**config.mk**
```make
export PLATFORM = sky130hd
export DESIGN_NAME = lru_key_value_cache
export DESIGN_NICKNAME = d
export VERILOG_FILES = /design/src/rtl/core/lkvc_pkg.sv /design/src/rtl/core/lru_key_value_cache.sv
export SDC_FILE = /design/constraint.sdc
export NUM_CORES = 2
export LEC_CHECK = 0
export ABC_AREA = 1
export BUFFER_PORTS_ARGS = -buffer_cell sky130_fd_sc_hd__buf_2
export CAP_MARGIN = 30
export CORE_MARGIN = 2
export CORE_UTILIZATION = 45
export DETAILED_ROUTE_END_ITERATION = 6
export HOLD_SLACK_MARGIN = 0.03
export SLEW_MARGIN = 20
export SYNTH_ARGS = -nofsm -noshare
export SYNTH_HDL_FRONTEND = slang
export SYNTH_SLANG_ARGS = --single-unit
export TNS_END_PERCENT = 100
```
**constraint.sdc**
```tcl
create_clock -name clk_i -period 15.3 [get_ports clk_i]
set_input_delay 1.53 -clock clk_i [delete_from_list [all_inputs] [get_ports clk_i]]
set_output_delay 1.53 -clock clk_i [all_outputs]
set_load 0.01 [all_outputs]
```
**src/rtl/core/lkvc_pkg.sv**
```systemverilog
// Shared constants and types for the LRU key/value cache.
// No dependencies; imported by lru_key_value_cache.
package lkvc_pkg;

  // Number of cache entries (1 to 64).
  localparam int Entries = 16;
  localparam int IdxW    = (Entries > 1) ? $clog2(Entries) : 1;
  localparam int RankW   = IdxW;
  localparam int CntW    = $clog2(Entries + 1);

  localparam int KeyW    = 32;
  localparam int ValW    = 32;
  localparam int CapW    = 5;
  localparam logic [CapW-1:0] CapReset = CapW'(16);

  localparam int InDataW  = KeyW + ValW;
  localparam int OutDataW = ValW + KeyW;
  localparam int OutUserW = 2;

  typedef enum logic {
    MODE_GET = 1'b0,
    MODE_PUT = 1'b1
  } mode_e;

endpackage

```
**src/rtl/core/lru_key_value_cache.sv**
```systemverilog
// Fully associative key/value cache with least-recently-used replacement.
// Depends on lkvc_pkg for sizes and the request mode codes.
//
// Usage:
//   Requests arrive on the slave stream: tuser is the mode (get or put),
//   tdata holds the key in bits 31:0 and the put value in bits 63:32.
//   Every request gives exactly one result on the master stream: tuser bit 0
//   is found, bit 1 is evicted; tdata holds read_value in bits 31:0 and the
//   evicted key in bits 63:32 (both zero when not applicable).
//   The user must write the capacity register (cfg_valid_i/cfg_data_i) only
//   while no request is in flight; the block does not enforce it. cfg_ready_o
//   is always high. Zero acts as one, above the entry count as the entry count.
// Timing:
//   A request is taken into the input register; from there all tags are
//   compared and the ranks updated in parallel over all entries, and the
//   result is written to the result register, which drives the master
//   side. One request per cycle is sustained while the receiver accepts
//   results.
// Reset clears all valid bits, ranks and the fill count, and sets the
//   capacity to 16. When the receiver stalls, the result register holds,
//   the input register fills, and then s_axis_tready drops.
module lru_key_value_cache (
  input  logic                           clk_i,
  input  logic                           rst_ni,
  // configuration: active_capacity
  input  logic                           cfg_valid_i,
  output logic                           cfg_ready_o,
  input  logic [lkvc_pkg::CapW-1:0]      cfg_data_i,
  // request stream
  input  logic                           s_axis_tvalid,
  output logic                           s_axis_tready,
  input  logic [lkvc_pkg::InDataW-1:0]   s_axis_tdata,   // key[31:0], value[63:32]
  input  logic                           s_axis_tuser,   // mode
  // result stream
  output logic                           m_axis_tvalid,
  input  logic                           m_axis_tready,
  output logic [lkvc_pkg::OutDataW-1:0]  m_axis_tdata,   // read_value[31:0], evicted_key[63:32]
  output logic [lkvc_pkg::OutUserW-1:0]  m_axis_tuser    // found[0], evicted[1]
);
  import lkvc_pkg::*;

  // configuration
  logic [CapW-1:0] cap_q;

  // input register
  logic            s1_valid_q;
  mode_e           s1_mode_q;
  logic [KeyW-1:0] s1_key_q;
  logic [ValW-1:0] s1_val_q;
  logic            s1_adv;

  // cache state
  logic             valid_q [Entries];
  logic [KeyW-1:0]  key_q   [Entries];
  logic [ValW-1:0]  val_q   [Entries];
  logic [RankW-1:0] rank_q  [Entries];
  logic [CntW-1:0]  used_q;

  logic             valid_d [Entries];
  logic [RankW-1:0] rank_d  [Entries];
  logic [CntW-1:0]  used_d;

  // lookup
  logic [Entries-1:0] hit_oh;
  logic [Entries-1:0] old_oh;
  logic [Entries-1:0] free_v;
  logic [Entries-1:0] slot_oh;
  logic               hit_any;
  logic [RankW-1:0]   hit_rank;
  logic [ValW-1:0]    hit_val;
  logic [KeyW-1:0]    old_key;
  logic [CntW-1:0]    eff_cap;
  logic               is_put;
  logic               put_miss;
  logic               do_evict;

  // result register
  logic            out_valid_q;
  logic            found_q;
  logic            evicted_q;
  logic [ValW-1:0] rd_val_q;
  logic [KeyW-1:0] ev_key_q;

  assign cfg_ready_o   = 1'b1;
  assign s1_adv        = s1_valid_q && (!out_valid_q || m_axis_tready);
  assign s_axis_tready = !s1_valid_q || s1_adv;

  always_comb begin
    if (cap_q == '0) begin
      eff_cap = CntW'(1);
    end else if (int'(cap_q) > Entries) begin
      eff_cap = CntW'(Entries);
    end else begin
      eff_cap = CntW'(cap_q);
    end
  end

  assign is_put = (s1_mode_q == MODE_PUT);

  always_comb begin
    hit_rank = '0;
    hit_val  = '0;
    old_key  = '0;
    for (int i = 0; i < Entries; i++) begin
      hit_oh[i] = valid_q[i] && (key_q[i] == s1_key_q);
      if (hit_oh[i]) begin
        hit_rank = hit_rank | rank_q[i];
        hit_val  = hit_val | val_q[i];
      end
    end
    hit_any  = |hit_oh;
    put_miss = is_put && !hit_any;
    // full cache: the least recent entry holds rank used_q-1
    do_evict = put_miss && (used_q >= eff_cap);
    for (int i = 0; i < Entries; i++) begin
      old_oh[i] = do_evict && valid_q[i] && (rank_q[i] == RankW'(used_q - 1'b1));
      if (old_oh[i]) begin
        old_key = old_key | key_q[i];
      end
      free_v[i] = !valid_q[i] || old_oh[i];
    end
    // lowest free entry takes the new pair
    slot_oh = free_v & (-free_v);
  end

  always_comb begin
    used_d = used_q;
    for (int i = 0; i < Entries; i++) begin
      valid_d[i] = valid_q[i];
      rank_d[i]  = rank_q[i];
      if (hit_any) begin
        if (hit_oh[i]) begin
          rank_d[i] = '0;
        end else if (valid_q[i] && (rank_q[i] < hit_rank)) begin
          rank_d[i] = rank_q[i] + 1'b1;
        end
      end else if (put_miss) begin
        if (slot_oh[i]) begin
          valid_d[i] = 1'b1;
          rank_d[i]  = '0;
        end else if (old_oh[i]) begin
          valid_d[i] = 1'b0;
          rank_d[i]  = '0;
        end else if (valid_q[i]) begin
          rank_d[i] = rank_q[i] + 1'b1;
        end
      end
    end
    // an eviction and an insert leave the count unchanged
    if (put_miss && !do_evict) begin
      used_d = used_q + 1'b1;
    end
  end

  always_ff @(posedge clk_i or negedge rst_ni) begin
    if (!rst_ni) begin
      cap_q       <= CapReset;
      s1_valid_q  <= 1'b0;
      out_valid_q <= 1'b0;
      used_q      <= '0;
      for (int i = 0; i < Entries; i++) begin
        valid_q[i] <= 1'b0;
        rank_q[i]  <= '0;
      end
    end else begin
      if (cfg_valid_i) begin
        cap_q <= cfg_data_i;
      end
      if (s_axis_tvalid && s_axis_tready) begin
        s1_valid_q <= 1'b1;
      end else if (s1_adv) begin
        s1_valid_q <= 1'b0;
      end
      if (s1_adv) begin
        out_valid_q <= 1'b1;
        used_q      <= used_d;
        for (int i = 0; i < Entries; i++) begin
          valid_q[i] <= valid_d[i];
          rank_q[i]  <= rank_d[i];
        end
      end else if (m_axis_tready) begin
        out_valid_q <= 1'b0;
      end
    end
  end

  // payload: input register, entry storage, result register
  always_ff @(posedge clk_i) begin
    if (s_axis_tvalid && s_axis_tready) begin
      s1_mode_q <= mode_e'(s_axis_tuser);
      s1_key_q  <= s_axis_tdata[KeyW-1:0];
      s1_val_q  <= s_axis_tdata[KeyW +: ValW];
    end
    if (s1_adv) begin
      for (int i = 0; i < Entries; i++) begin
        if (put_miss && slot_oh[i]) begin
          key_q[i] <= s1_key_q;
          val_q[i] <= s1_val_q;
        end else if (is_put && hit_oh[i]) begin
          val_q[i] <= s1_val_q;
        end
      end
      found_q   <= hit_any;
      evicted_q <= do_evict;
      rd_val_q  <= (hit_any && !is_put) ? hit_val : '0;
      ev_key_q  <= do_evict ? old_key : '0;
    end
  end

  assign m_axis_tvalid = out_valid_q;
  assign m_axis_tdata  = {ev_key_q, rd_val_q};
  assign m_axis_tuser  = {evicted_q, found_q};

`ifndef ASSERT_OFF
  logic [CntW-1:0] valid_cnt;
  always_comb begin
    valid_cnt = '0;
    for (int i = 0; i < Entries; i++) begin
      valid_cnt = valid_cnt + CntW'(valid_q[i]);
    end
  end

  a_hit_unique: assert property (@(posedge clk_i) disable iff (!rst_ni)
    s1_valid_q |-> $onehot0(hit_oh))
    else $error("more than one entry matches the key");

  a_evict_one: assert property (@(posedge clk_i) disable iff (!rst_ni)
    (s1_valid_q && do_evict) |-> $onehot(old_oh))
    else $error("eviction does not find exactly one least recent entry");

  a_slot_free: assert property (@(posedge clk_i) disable iff (!rst_ni)
    (s1_valid_q && put_miss) |-> $onehot(slot_oh))
    else $error("no free entry for an insert");

  a_count_match: assert property (@(posedge clk_i) disable iff (!rst_ni)
    valid_cnt == used_q)
    else $error("fill count disagrees with valid bits");

  a_result_follows: assert property (@(posedge clk_i) disable iff (!rst_ni)
    s1_adv |=> m_axis_tvalid)
    else $error("processed request gives no result");
`endif

endmodule
```
==> results.yml <==
clock_network:
  tritoncts: "yes"
  clkLatencyLatePin_ps: 810
  cts_buffers: 140
  cts_setup_buffers: 0
  postCtsHoldBufs: 0
  htree_levels: 4
  numClockSinks: 1247
  cts_resized: 0
  clockBufferDepth: 3
  clkTransAtPathRegs_ps: 60
  root_buffer: "clkbuf_16"
worst_setup_path:
  setup.worst_path.class: "reg -> reg"
  crit_path_end_kind: "flip-flop"
  cp_max_fo: 60
  crit_arrival_ps: 8060
  cp.required_ps: 15730
  startpoint_type: "flip-flop"
cells_and_area:
  fin_util: 0.5171
  nNetsFinal: 5532
  mostFrequentLayoutCell: "nand2_1"
  final_cell_mix: "nand2_1, edfxtp_1, inv_1, nor2_1, o21ai_0"
  syn2layout_area_growth_pct: 13.69
  drive_gt1_frac: 0.1175
  fillCellCount: 11180
synth:
  ys_types: 59
  ys_ff_latch: 1247
  syn_inst: 5180
  synth_ff_type: "edfxtp_1"
  syn_area_per_cell_sq_um: 11.05
  synth_edf_count: 1155
  async_flop_share: 0.07378
  syn_area_sq_um: 57260
  yosysSeqAreaShare: 0.6459
  syn_nets: 5326
  yosysWarnings: 0
floorplan:
  fp-row-count: 130
  die_y_um: 360.7
  die_width_um: 360.7
  dieArea_sq_um: 130100
  ios: 144
  initial_utilization: 0.4548
  core_area_sq_um: 125900
grt:
  grt_usage: 0.3974
  overflow: 0
  grt_pass1_wl_mm: 354.9
  grt_pass1_vias: 42380
  antenna_found_initial: 16
  grt_max_degree: 68
sta:
  fin_tns_setup_ps: 0
  rsz0062_at_grt: "false"
  hold_viol: 0
  setup_violations: 0
  skew_ps: 42.27
  fmax_ghz: 0.1311
  slew_violations: 0
  worst_pin_slew_ps: 1078
  max-slew-margin-rel: 0.2736
  timing.hold.ws_ps: 471.6
  fin_crit_ps: 7629
  fin_crit_sh: 0.4986
place:
  io_buffers: 142
  hpwl_mm: 175.0
  gp_congestion: 1.117
detailed_routing:
  ant_nets: 0
  wire_per_inst_um: 36.69
  topRoutingLayerUsed: "met5"
  drt_iter0_markers: 7780
  drc: 0
  num_vias: 45660
  dr_wl_met2_mm: 112.3
  wl_met1_mm: 99.54
  drt-pass1-iter-count: 6
  vias_per_cell: 6.384
  route.met3.wl_mm: 33.68
  drt_wl_total_mm: 262.4
pwr:
  total_power_w: 0.009179
  p_leak_nw: 25.12
  p_per_area_nw_per_um2: 141.0
  p_sw_frac: 0.3050
  p_int_w: 0.006379
  ir_drop_mv: 0.1123
  p_switching_w: 0.002799
  sequentialPowerShare: 0.451
  pwr-share-clk: 0.384
  comb_power_share: 0.165
job:
  maxCapViolations: 0
run_status:
  status: "finished, final reports clean"
worst_hold_path:
  hold_path_class: "reg -> reg"
## worst paths after layout
check                             from       endpoint  slack [ps]  cells past startpoint
max                        s1_key_q[3]  val_q[1][228]        7670                     26
min                          used_q[4]      used_q[4]         470                      1
max reg2reg                s1_key_q[3]  val_q[1][228]        7670                     26
min reg2reg                  used_q[4]      used_q[4]         470                      1
max in group asynchronous       rst_ni     rank_q[53]       13560                      3
min in group asynchronous       rst_ni     rank_q[25]         690                      1
## flip-flops by register name (all words and copies together) (netlist names), 5 cells and up
signal    count
rd_val_q     32
val_q       512
ev_key_q     32
cap_q         5
valid_q      16
key_q       512
rank_q       64
s1_key_q     32
used_q        5
s1_val_q     32
## metal layers
layer | vias to the layer above | track usage
li1 | 18790 | -
met1 | 22560 | 0.5282
met2 | 3562 | 0.5816
met3 | 740 | 0.1203
met4 | 12 | 0.2198
met5 | - | 0
## power by group through the flow
stage | clock network, W | logic, W | registers [W]
5_1_grt | 0.00367 | 0.00157 | 0.00415
6_report | 0.00353 | 0.00151 | 0.00414
2_1_floorplan | 0 | 0.000778 | 0.00418
3_5_place_dp | 0 | 0.00145 | 0.00420
4_1_cts | 0.00354 | 0.00145 | 0.00413
3_3_place_gp | 0 | 0.00144 | 0.00420
## final cells by class
class | count | area [sq um] | share of cell area
inverters | 630 | 2372 | 0.03644
multi-input cells | 3093 | 17170 | 0.2637
flip-flops and latches | 1247 | 36990 | 0.5682
diodes | 5 | 12.51 | 0.0001922
well taps | 1650 | 2064 | 0.03171
clock buffers | 177 | 3777 | 0.05803
repair buffers | 274 | 1719 | 0.02641
clock inverters | 76 | 1001 | 0.01538
## per-stage QoR
step                      area, sq um  instances  setup slack [ps]
after floorplan                 57260       5180              9236
after global placement          60250       6889              7976
after detailed placement        60270       6891              8020
after CTS                       65050       7144              7998
after global routing            65090       7148              7616
final                           65100       7152              7671
## worst max-delay path, cell delays in order, from the launching register on
cell      delay (ps)
edfxtp_1         930
inv_1            140
buf_4            290
nand2_1          100
o21ai_0          210
nor2_1           360
nand2_1          110
nor2_1           350
nand2_1          120
nor2_2           170
nand2_2          240
nand2_1          140
nor2_1            90
nand2_2          100
nor2_4            40
buf_4            350
nand3_2          740
nand2_2          220
nor2_4           250
nand2_1          110
nor2_2           260
nand3_1          210
nor2_4           110
buf_4            640
inv_1            200
o21ai_4           90
buf_4            520
## synthesized netlist by cell type (49+ instances only)
master	instances	area [sq um]
nand2_1	1225	4598
edfxtp_1	1155	34680
inv_1	579	2173
nor2_1	327	1227
o21ai_0	257	1286
o22ai_1	200	1251
nand3_1	184	920.9
a221oi_1	138	1209
a22o_1	131	1147
xnor2_1	101	884.6
clkbuf_1	98	367.9
dfrtp_1	91	2277
nand4_1	74	462.9
nor4_1	72	450.4
ha_1	71	888.4
a21oi_1	49	245.2
## logic make-up after synthesis
kind of cell / count (synthesis) / synth area share
adder cells (fa/ha/maj): 71 / 0.01551
XOR/XNOR: 139 / 0.02172
AO/OA/AOI/OAI: 906 / 0.1085
buffers and inverters: 840 / 0.06053
other: 1 / 0.00006549
multiplexers: 1 / 0.0001748
flip-flops: 1247 / 0.6459
AND/OR/NAND/NOR: 1975 / 0.1476
(Power assumes the default switching activity.)
